<file path="src/rtl/xsfb_pkg.sv">
package xsfb_pkg;

  // Request codes carried on req_type.
  typedef enum logic [1:0] {
    REQ_CLEAR = 2'd0,
    REQ_DRAW  = 2'd1,
    REQ_READ  = 2'd2,
    REQ_NONE  = 2'd3
  } req_e;

  typedef enum logic {
    ST_IDLE,
    ST_UPDATE
  } state_e;

  localparam int unsigned LineBits   = 64;  // width of one frame line
  localparam int unsigned SpriteBits = 8;   // pixels in one sprite row
  localparam int unsigned LineIdxW   = 6;   // enough for up to 64 lines
  localparam int unsigned DimW       = 7;   // holds a screen size up to 64

  // Decoded request, passed from the decoder to the update control.
  typedef struct packed {
    req_e                  kind;
    logic [LineIdxW-1:0]   line;
    logic                  line_ok;
    logic [LineBits-1:0]   mask;
    logic                  first_row;
    logic                  last_row;
  } req_t;

  // Remainder of an 8-bit value by a modulus of at least 8, by five
  // restoring compare and subtract steps (the quotient never exceeds 31).
  function automatic logic [DimW-1:0] mod_small(input logic [7:0] val,
                                                input logic [DimW-1:0] m);
    logic [11:0] r;
    logic [11:0] d;
    r = {4'b0, val};
    for (int s = 4; s >= 0; s--) begin
      d = {5'b0, m} << s;
      if (r >= d) begin
        r = r - d;
      end
    end
    return r[DimW-1:0];
  endfunction

endpackage

</file>
<file path="src/rtl/xsfb_ram.sv">
module xsfb_ram #(
  parameter int unsigned Width = 64,
  parameter int unsigned Depth = 32,
  parameter int unsigned AddrW = (Depth > 1) ? $clog2(Depth) : 1
) (
  input  logic             clk_i,
  input  logic             we_i,
  input  logic [AddrW-1:0] waddr_i,
  input  logic [Width-1:0] wdata_i,
  input  logic             re_i,
  input  logic [AddrW-1:0] raddr_i,
  output logic [Width-1:0] rdata_o
);

  logic [Width-1:0] mem_q [Depth];
  logic [Width-1:0] rdata_q;

  always_ff @(posedge clk_i) begin
    if (we_i) begin
      mem_q[waddr_i] <= wdata_i;
    end
    if (re_i) begin
      rdata_q <= mem_q[raddr_i];
    end
  end

  assign rdata_o = rdata_q;

endmodule

</file>
<file path="src/rtl/xsfb_decode.sv">
module xsfb_decode #(
  parameter int unsigned ScreenWidth  = 64,
  parameter int unsigned ScreenHeight = 32
) (
  input  logic [1:0]   req_type_i,
  input  logic [7:0]   x_pos_i,
  input  logic [7:0]   y_pos_i,
  input  logic [3:0]   row_index_i,
  input  logic [7:0]   row_bits_i,
  input  logic         last_row_i,
  input  logic [4:0]   read_line_i,
  output xsfb_pkg::req_t req_o
);

  localparam logic [xsfb_pkg::DimW-1:0] WidthC  = xsfb_pkg::DimW'(ScreenWidth);
  localparam logic [xsfb_pkg::DimW-1:0] HeightC = xsfb_pkg::DimW'(ScreenHeight);
  // Columns that exist on the screen, column 0 in the top bit.
  localparam logic [xsfb_pkg::LineBits-1:0] LineMask =
      ~({xsfb_pkg::LineBits{1'b1}} >> ScreenWidth);

  logic [xsfb_pkg::DimW-1:0]     col0;
  logic [xsfb_pkg::DimW-1:0]     y_mod;
  logic [xsfb_pkg::DimW:0]       draw_line;
  logic [xsfb_pkg::LineBits-1:0] placed;
  xsfb_pkg::req_e                kind;

  assign kind  = xsfb_pkg::req_e'(req_type_i);
  assign col0  = xsfb_pkg::mod_small(x_pos_i, WidthC);
  assign y_mod = xsfb_pkg::mod_small(y_pos_i, HeightC);
  assign draw_line = {1'b0, y_mod} + {4'b0, row_index_i};

  // Sprite pixels shifted out past bit 0 or past the right edge are dropped.
  assign placed = {row_bits_i, {(xsfb_pkg::LineBits - xsfb_pkg::SpriteBits){1'b0}}} >> col0;

  always_comb begin
    req_o           = '0;
    req_o.kind      = kind;
    req_o.mask      = placed & LineMask;
    req_o.first_row = (row_index_i == 4'd0);
    req_o.last_row  = last_row_i;
    if (kind == xsfb_pkg::REQ_READ) begin
      req_o.line    = xsfb_pkg::LineIdxW'(read_line_i);
      req_o.line_ok = ({2'b0, read_line_i} < HeightC);
    end else begin
      req_o.line    = draw_line[xsfb_pkg::LineIdxW-1:0];
      req_o.line_ok = (draw_line < {1'b0, HeightC});
    end
  end

endmodule

</file>
<file path="src/rtl/xor_sprite_framebuffer.sv">
// One-bit framebuffer for a CHIP-8 style display, SCREEN_WIDTH by SCREEN_HEIGHT
// pixels, one 64-bit line per memory word with column 0 in bit 63. Each input
// word is a clear, a draw of one 8-pixel sprite row (XOR onto the screen, with
// origin wrapped modulo the screen size and pixels past the right or bottom
// edge clipped), or a read of one line; every input word yields exactly one
// output word. For a draw and a read, the line is read from the frame memory
// in the cycle the word is accepted, and modified, written back and reported
// in the next. No new word is taken during that update cycle, so the block
// takes no other word until the read-modify-write of one line is through.
// A clear and an unused request code complete in the accept cycle. A stalled
// output word holds off the input until it is taken. The collision
// flag clears on sprite row 0 and accumulates whenever a set sprite bit lands
// on a lit pixel; it is reported with every draw together with an echo of
// last_row. Reset and clear act at once through one valid flag per line, so
// there is no clearing pass and the block accepts words from the first cycle
// after reset.
module xor_sprite_framebuffer #(
  parameter int unsigned SCREEN_WIDTH  = 64,
  parameter int unsigned SCREEN_HEIGHT = 32
) (
  input  logic        clk_i,
  input  logic        rst_ni,
  input  logic        in_valid_i,
  output logic        in_stall_o,
  input  logic [1:0]  req_type_i,
  input  logic [7:0]  x_pos_i,
  input  logic [7:0]  y_pos_i,
  input  logic [3:0]  row_index_i,
  input  logic [7:0]  row_bits_i,
  input  logic        last_row_i,
  input  logic [4:0]  read_line_i,
  output logic        out_valid_o,
  input  logic        out_stall_i,
  output logic        collision_o,
  output logic [63:0] line_data_o,
  output logic        sprite_done_o
);

  localparam int unsigned AddrW = (SCREEN_HEIGHT > 1) ? $clog2(SCREEN_HEIGHT) : 1;

  xsfb_pkg::req_t   dec_req;
  xsfb_pkg::req_t   req_q;
  xsfb_pkg::state_e state_q, state_d;

  logic [SCREEN_HEIGHT-1:0] line_valid_q, line_valid_d;
  logic                     hit_q, hit_d;
  logic                     out_valid_q, out_valid_d;
  logic                     collision_q, collision_d;
  logic [63:0]              line_data_q, line_data_d;
  logic                     sprite_done_q, sprite_done_d;
  logic                     out_load;

  logic             accept;
  logic             mem_re;
  logic             mem_we;
  logic [AddrW-1:0] rd_addr;
  logic [AddrW-1:0] upd_addr;
  logic [63:0]      mem_rdata;
  logic [63:0]      cur_line;
  logic [63:0]      new_line;
  logic             hit_base;

  xsfb_decode #(
    .ScreenWidth  (SCREEN_WIDTH),
    .ScreenHeight (SCREEN_HEIGHT)
  ) u_decode (
    .req_type_i  (req_type_i),
    .x_pos_i     (x_pos_i),
    .y_pos_i     (y_pos_i),
    .row_index_i (row_index_i),
    .row_bits_i  (row_bits_i),
    .last_row_i  (last_row_i),
    .read_line_i (read_line_i),
    .req_o       (dec_req)
  );

  // A new word is taken only when the update stage is free and the output
  // register is empty or is being emptied in this cycle.
  assign in_stall_o = (state_q != xsfb_pkg::ST_IDLE) || (out_valid_q && out_stall_i);
  assign accept     = in_valid_i && !in_stall_o;

  assign rd_addr  = dec_req.line[AddrW-1:0];
  assign upd_addr = req_q.line[AddrW-1:0];
  assign mem_re   = accept && ((dec_req.kind == xsfb_pkg::REQ_DRAW) ||
                               (dec_req.kind == xsfb_pkg::REQ_READ));

  xsfb_ram #(
    .Width (64),
    .Depth (SCREEN_HEIGHT)
  ) u_frame_ram (
    .clk_i   (clk_i),
    .we_i    (mem_we),
    .waddr_i (upd_addr),
    .wdata_i (new_line),
    .re_i    (mem_re),
    .raddr_i (rd_addr),
    .rdata_o (mem_rdata)
  );

  // A line that has not been written since reset or the last clear reads as
  // dark. The write-back of one word always lands before the next word's read.
  assign cur_line = (req_q.line_ok && line_valid_q[upd_addr]) ? mem_rdata : '0;
  assign new_line = cur_line ^ req_q.mask;
  assign hit_base = req_q.first_row ? 1'b0 : hit_q;

  always_comb begin
    state_d       = state_q;
    line_valid_d  = line_valid_q;
    hit_d         = hit_q;
    mem_we        = 1'b0;
    out_load      = 1'b0;
    collision_d   = 1'b0;
    line_data_d   = '0;
    sprite_done_d = 1'b0;

    unique case (state_q)
      xsfb_pkg::ST_IDLE: begin
        if (accept) begin
          unique case (dec_req.kind)
            xsfb_pkg::REQ_CLEAR: begin
              line_valid_d = '0;
              out_load     = 1'b1;
            end
            xsfb_pkg::REQ_DRAW, xsfb_pkg::REQ_READ: begin
              state_d = xsfb_pkg::ST_UPDATE;
            end
            default: begin
              out_load = 1'b1;
            end
          endcase
        end
      end
      xsfb_pkg::ST_UPDATE: begin
        out_load = 1'b1;
        state_d  = xsfb_pkg::ST_IDLE;
        if (req_q.kind == xsfb_pkg::REQ_DRAW) begin
          hit_d = hit_base | (req_q.line_ok && ((cur_line & req_q.mask) != '0));
          if (req_q.line_ok) begin
            mem_we                 = 1'b1;
            line_valid_d[upd_addr] = 1'b1;
          end
          collision_d   = hit_d;
          sprite_done_d = req_q.last_row;
        end else begin
          line_data_d = cur_line;
        end
      end
      default: begin
        state_d = xsfb_pkg::ST_IDLE;
      end
    endcase
  end

  always_comb begin
    out_valid_d = out_valid_q;
    if (out_load) begin
      out_valid_d = 1'b1;
    end else if (out_valid_q && !out_stall_i) begin
      out_valid_d = 1'b0;
    end
  end

  always_ff @(posedge clk_i or negedge rst_ni) begin
    if (!rst_ni) begin
      state_q      <= xsfb_pkg::ST_IDLE;
      line_valid_q <= '0;
      hit_q        <= 1'b0;
      out_valid_q  <= 1'b0;
    end else begin
      state_q      <= state_d;
      line_valid_q <= line_valid_d;
      hit_q        <= hit_d;
      out_valid_q  <= out_valid_d;
    end
  end

  // Payload registers: request held for the update cycle, result word held
  // until the output side takes it.
  always_ff @(posedge clk_i) begin
    if (accept) begin
      req_q <= dec_req;
    end
    if (out_load) begin
      collision_q   <= collision_d;
      line_data_q   <= line_data_d;
      sprite_done_q <= sprite_done_d;
    end
  end

  assign out_valid_o   = out_valid_q;
  assign collision_o   = collision_q;
  assign line_data_o   = line_data_q;
  assign sprite_done_o = sprite_done_q;

endmodule
</file>
<file path="config.mk">
export PLATFORM = sky130hd
export DESIGN_NAME = xor_sprite_framebuffer
export DESIGN_NICKNAME = d
export VERILOG_FILES = /design/src/rtl/xsfb_pkg.sv /design/src/rtl/xsfb_ram.sv /design/src/rtl/xsfb_decode.sv /design/src/rtl/xor_sprite_framebuffer.sv
export SDC_FILE = /design/constraint.sdc
export NUM_CORES = 2
export LEC_CHECK = 0
export ABC_CLOCK_PERIOD_IN_PS = 13400
export BUFFER_PORTS_ARGS = -buffer_cell sky130_fd_sc_hd__buf_2
export CAP_MARGIN = 20
export CORE_UTILIZATION = 50
export DETAILED_ROUTE_END_ITERATION = 8
export GPL_ROUTABILITY_DRIVEN = 1
export PLACE_DENSITY = 0.66
export SLEW_MARGIN = 25
export SYNTH_ARGS = -nofsm -noshare
export SYNTH_HDL_FRONTEND = slang
export SYNTH_HIERARCHICAL = 1
export SYNTH_SLANG_ARGS = --single-unit
</file>
<file path="constraint.sdc">
create_clock -name clk_i -period 13.4 [get_ports clk_i]
set_input_delay 1.34 -clock clk_i [delete_from_list [all_inputs] [get_ports clk_i]]
set_output_delay 1.34 -clock clk_i [all_outputs]
set_load 0.01 [all_outputs]
</file>
## Word level (Yosys, flattened, before mapping)

Memory sizes are Yosys's and may differ from the RTL's. A register that Yosys moved wholly into a read port is not among the register bits.
Index checks and enable logic that the tools add are counted.

| storage, ports and cells | value |
|---|---|
| register bits after elaboration | 175 |
| output and inout bits | 68 |
| bits in latches | 0 |
| memories | 1 |
| input port bits | 40 |
| ROM bits | 0 |
| memory bits (writable) | 2048 |
| word-level logic and storage cells | 90 |

| cells by class | value |
|---|---|
| bitwise operators | 5 |
| mux-type cells | 30 |
| $lt $le $gt $ge | 8 |
| equality and inequality tests | 7 |
| divide/modulo/power cells | 0 |
| shift-type cells | 1 |
| reductions and logical operators | 19 |
| multiply operators | 0 |
| add/subtract/negate cells | 6 |

Memories:

| name | depth | bits a word | read ports | clocked after memory_dff | write ports | RTL line | RTL |
|---|---|---|---|---|---|---|---|
| u_frame_ram.mem_q | 32 | 64 | 1 | 1 | 1 | xsfb_ram.sv:15 | `logic [Width-1:0] mem_q [Depth];` |

Operator list:

| cell | count |
|---|---|
| $mux W32 | 4 |
| $and A64 B64 Y64 | 1 |
| $mux W64 | 1 |
| $pmux W32 S2 | 1 |
| $reduce_bool A64 Y1 | 1 |
| $shr A64 B7 Y64 | 1 |
| $xor A64 B64 Y64 | 1 |
| $mux W12 | 3 |
| $or A32 B32 Y32 | 1 |
| $ge A12 B7 Y1 const B | 2 |
| $sub A8 B8 Y9 const B | 2 |
| $ge A8 B8 Y1 const B | 2 |
| $mux W1 | 14 |
| $mux W7 | 2 |
| $ge A12 B6 Y1 const B | 1 |
| $sub A12 B7 Y12 const B | 1 |
| $add A7 B4 Y8 | 1 |
| $lt A8 B6 Y1 const B | 1 |
| $logic_and A1 B1 Y1 | 7 |
| $sub A7 B6 Y7 const B | 1 |
| $sub A7 B7 Y7 const B | 1 |
| $lt A5 B6 Y1 const B | 1 |
| $mux W6 | 1 |
| $bmux W1 S5 | 1 |
| other kinds (17) | 24 |

## Depth between registers and ports, before layout

| depth | value |
|---|---|
| depth in word-level cells | 9 |
| mapped depth | 14 |
| mapped depth without buffers | 11 |

## By module

The synthesis kept the hierarchy.

Modules (own cells, without submodules):

| module | cells an instance | instances | area each (µm²) |
|---|---|---|---|
| xsfb_ram | 3097 | 1 | 79605.1 |
| xor_sprite_framebuffer | 636 | 1 | 8140.3 |
| xsfb_decode | 218 | 1 | 1426.4 |

## Worst setup path after synthesis

Ideal clock, no wire load.

| timing | value |
|---|---|
| kind | input to register |
| from | input port out_stall_i |
| to | register collision_q, in the netlist collision_o (enable) |
| arrival | 6.444 ns |
| library setup time | 0.423 ns |
| data required time | 12.977 ns |
| stages on the path | 4 |
| slack | 6.533 ns |
| cell sequence | a21oi_1 -> inv_2 -> nor2_1 -> a21o_1 |

| between the ends | value |
|---|---|
| cells in the longest elaborated chain, start to end | 6 |

RTL lines:

| what | RTL line | RTL |
|---|---|---|
| start: declaration | xor_sprite_framebuffer.sv:33 | `input logic out_stall_i,` |
| $logic_and A1 B1 Y1 | xor_sprite_framebuffer.sv:79 | `assign in_stall_o = (state_q != xsfb_pkg::ST_IDLE) \|\| (out_valid_q && out_stall_i);` |
| $logic_or A1 B1 Y1 | xor_sprite_framebuffer.sv:79 |  |
| named net in_stall_o | xor_sprite_framebuffer.sv:24 | `output logic in_stall_o,` |
| $logic_not A1 Y1 | xor_sprite_framebuffer.sv:80 | `assign accept = in_valid_i && !in_stall_o;` |
| $logic_and A1 B1 Y1 | xor_sprite_framebuffer.sv:80 |  |
| named net accept | xor_sprite_framebuffer.sv:53 | `logic accept;` |
| $mux W1 | xor_sprite_framebuffer.sv:118 | `if (accept) begin` |
| $pmux W1 S2 | xor_sprite_framebuffer.sv:116 | `unique case (state_q)` |
| named net out_load | xor_sprite_framebuffer.sv:51 | `logic out_load;` |
| end signal: assignment | xor_sprite_framebuffer.sv:184 | `collision_q <= collision_d;` |
| end: declaration | xor_sprite_framebuffer.sv:48 | `logic collision_q, collision_d;` |

The timed path passes the listed nets, and every way through them passes these cells.
A chain may end at the register's enable or synchronous reset.

## Final worst setup path

| timing | value |
|---|---|
| from | register req_q[67] (netlist bit) |
| to | register collision_q, in the netlist collision_o, data pin |

| between the ends | value |
|---|---|
| cells in the longest elaborated chain, start to end | 8 |

RTL lines:

| what | RTL line | RTL |
|---|---|---|
| start: declaration | xor_sprite_framebuffer.sv:42 | `xsfb_pkg::req_t req_q;` |
| start signal: assignment | xor_sprite_framebuffer.sv:181 | `req_q <= dec_req;` |
| $bmux W1 S5 | xor_sprite_framebuffer.sv:102 | `assign cur_line = (req_q.line_ok && line_valid_q[upd_addr]) ? mem_rdata : '0;` |
| $mux W1 (implied by the code) | xor_sprite_framebuffer.sv:102 |  |
| $logic_and A1 B1 Y1 | xor_sprite_framebuffer.sv:102 |  |
| $mux W64 | xor_sprite_framebuffer.sv:102 |  |
| named net cur_line[17] | xor_sprite_framebuffer.sv:59 | `logic [63:0] cur_line;` |
| $and A64 B64 Y64 | xor_sprite_framebuffer.sv:137 | `hit_d = hit_base \| (req_q.line_ok && ((cur_line & req_q.mask) != '0));` |
| $reduce_bool A64 Y1 | xor_sprite_framebuffer.sv:137 |  |
| $logic_and A1 B1 Y1 | xor_sprite_framebuffer.sv:137 |  |
| $or A1 B1 Y1 | xor_sprite_framebuffer.sv:137 |  |

The timed path passes the listed nets, and every way through them passes these cells. The select of a mux whose other input is x is not followed.

==> impl_metrics.toml <==
[run_status]
status = "finished, final reports clean"

[placement]
place_area_um2 = 92800
place_congestion = 0.861
io_buffers = 104
place_hpwl_mm = 114

[clocking]
htree_levels = 4
cts_tree = "yes"
path_clk_slew_ps = 60
cts_made_buffers = 223
cts_root_buffer = "clkbuf_16"
clockBufferDepth = 3
cts_setup_buffers = 0
clk_latency_ps = 860
post_cts_resized = 0
cts_sinks = 2287
cts_hold_buf = 0

[routing]
route.detailed.drc = 0
avgViaCountPerCell = 6.40
drt_iter0_drc = 5798
ant_nets = 0
wire_per_inst_um = 33.5
routed_wl_mm = 225
drt_pass1_iterations = 6
vias = 42900

[timing]
fin_crit_ps = 6140
worst_pin_slew_ps = 1160
hold_viol = 0
slew_viol_final = 0
slew_headroom_pct = 21.7
setup_viol = 0
fmax_mhz = 163
worst_hold_slack_ps = 494
period_share_pct = 45.8
finClkSkew_ps = 50.1
fin_tns_setup_ps = 0
rsz0062_at_grt = "false"

[critical_path]
crit_cells = 14
critPathKind = "reg -> reg"
crit_arrival_ps = 6730
cp_max_fo = 35
critPathTopFamily = "simple AND/OR/NAND/NOR gates"
max_stage_delay_ps = 980
crit_top_cell = "buf_4"
worstSetupEndpointType = "register"
reg2reg_depth = 14
cp_slowest_cell = "nor4_1"
crit_chain = "buf_6, mux2i_1, o32ai_1, nor4b_1, o211a_4, buf_4, buf_4, nor2_1, ha_1, nor4_1, nand4_1, nor4_1, buf_4, o21ai_1"
worst-path-buf-inv = 4
start_kind = "register"
critPathRequiredTime_ps = 13990

[global_route]
overflow = 0
grt_use_total_pct = 25.1
grt_util_met2_pct = 39.8
antenna_found_initial = 10
grt_pass1_wl_mm = 316
grt_pass1_vias = 42200
grt.busiest_layer = "met2"
grt_max_degree = 116
use_met1_pct = 36.2
grtUsageMet3_pct = 3.87

[power_and_ir_drop]
netSwitchingFraction_pct = 23.4
seqPwrFrac_pct = 51.5
power.total_mw = 16.1
total_leakage_power_nw = 31.7
power_frac_comb_pct = 11.2
peakVddDrop_mv = 0.104
pwr-share-clk_pct = 37.2
powerDensity_nw_per_um2 = 161
internal_power_mw = 12.3
net-switching-power_mw = 3.78

[die]
die_x_um = 424
num_rows = 154
io_pins = 108
die_height_um = 424
initial_core_util_pct = 50.5
core_area_um2 = 177000
fp.dieArea_um2 = 180000

[run]
maxCapViolations = 0

[cells_and_area]
post-route-util_pct = 56.5
fin_nets = 4282
layout-drive-gt1-share_pct = 30.2
stdcell_area_um2 = 99700
area_growth_pct = 11.9

[synth]
avgSynthCellArea_um2 = 22.6
syn_inst = 3949
syn-cell-area_um2 = 89200
yosysWarningCount = 6

[worst_hold_path]
hold_class = "reg -> reg"
min_path_cells = 2
## registers in the layout (all words and copies together) (netlist names)
signal	cells
req_q	74
state_q	1
u_frame_ram/mem_q	2048
hit_q	1
out_valid_o	1
line_valid_q	32
sprite_done_o	1
u_frame_ram/rdata_o	64
line_data_o	64
collision_o	1
## path summary, 6_finish.rpt
check                                              from                           end  slack [ps]
setup reg to reg                    req_q[67]$_DFFE_PP_     collision_o$_SDFFCE_PN0P_        7260
max in group asynchronous                        rst_ni   line_valid_q[3]$_DFFE_PN0P_       12330
setup / recovery                    req_q[67]$_DFFE_PP_     collision_o$_SDFFCE_PN0P_        7260
hold reg to reg            line_valid_q[29]$_DFFE_PN0P_  line_valid_q[29]$_DFFE_PN0P_         490
hold / removal             line_valid_q[29]$_DFFE_PN0P_  line_valid_q[29]$_DFFE_PN0P_         490
min in group asynchronous                        rst_ni       out_valid_o$_DFFE_PN0P_         570
## placed cells by master (no fill, tap or decap), types with 33 or more instances in the layout
master,count
a21oi_1,37
buf_2,104
buf_4,85
clkbuf_1,60
clkbuf_16,225
clkinv_1,58
clkinv_2,35
dfrtp_1,35
edfxtp_1,2252
ha_1,69
mux2_2,77
mux2i_1,59
mux4_2,605
nand2_1,84
nor2_1,169
nor2_4,33
nor3_2,57
## metrics by stage
stage	worst slack (ps)	std cells
4_1_cts	7200	6692
5_1_grt	7230	6697
3_5_place_dp	7010	6280
3_3_place_gp	7030	6280
6_report	7260	6701
2_1_floorplan	6530	3953
## power by group through the flow
stage,clock (mW),combinational [mW],sequential (mW)
2_1_floorplan,0,1.26,8.44
3_3_place_gp,0,1.77,8.45
3_5_place_dp,0,1.81,8.45
4_1_cts,6.07,1.81,8.30
5_1_grt,6.34,1.92,8.31
6_report,6.00,1.81,8.30
## final cells by class
type	instances	area, um2
Antenna cell	7	17.5
Clock buffer	285	5860
Clock inverter	127	1070
Fill cell	12800	76900
Inverter	16	60.1
Multi-Input combinational cell	1435	19900
Sequential cell	2287	68500
Tap cell	2340	2930
Timing Repair Buffer	204	1410
## metal layers
layer | vias up | share of wire, % | routed length, um
li1 | 17100 | - | -
met1 | 23300 | 39 | 88500
met5 | - | 0.0031 | 7
met2 | 2202 | 48 | 109000
met4 | 2 | 3.1 | 7020
met3 | 304 | 9.2 | 20600
## worst register-to-register path: stages, from the launching register on
cell      delay, ps
edfxtp_1        840
buf_6           260
mux2i_1         230
o32ai_1         100
nor4b_1         380
o211a_4         430
buf_4           540
buf_4           630
nor2_1          140
ha_1            250
nor4_1          980
nand4_1         430
nor4_1          370
buf_4           220
o21ai_1          80
No activity file was read; power rests on OpenSTA's default activity.
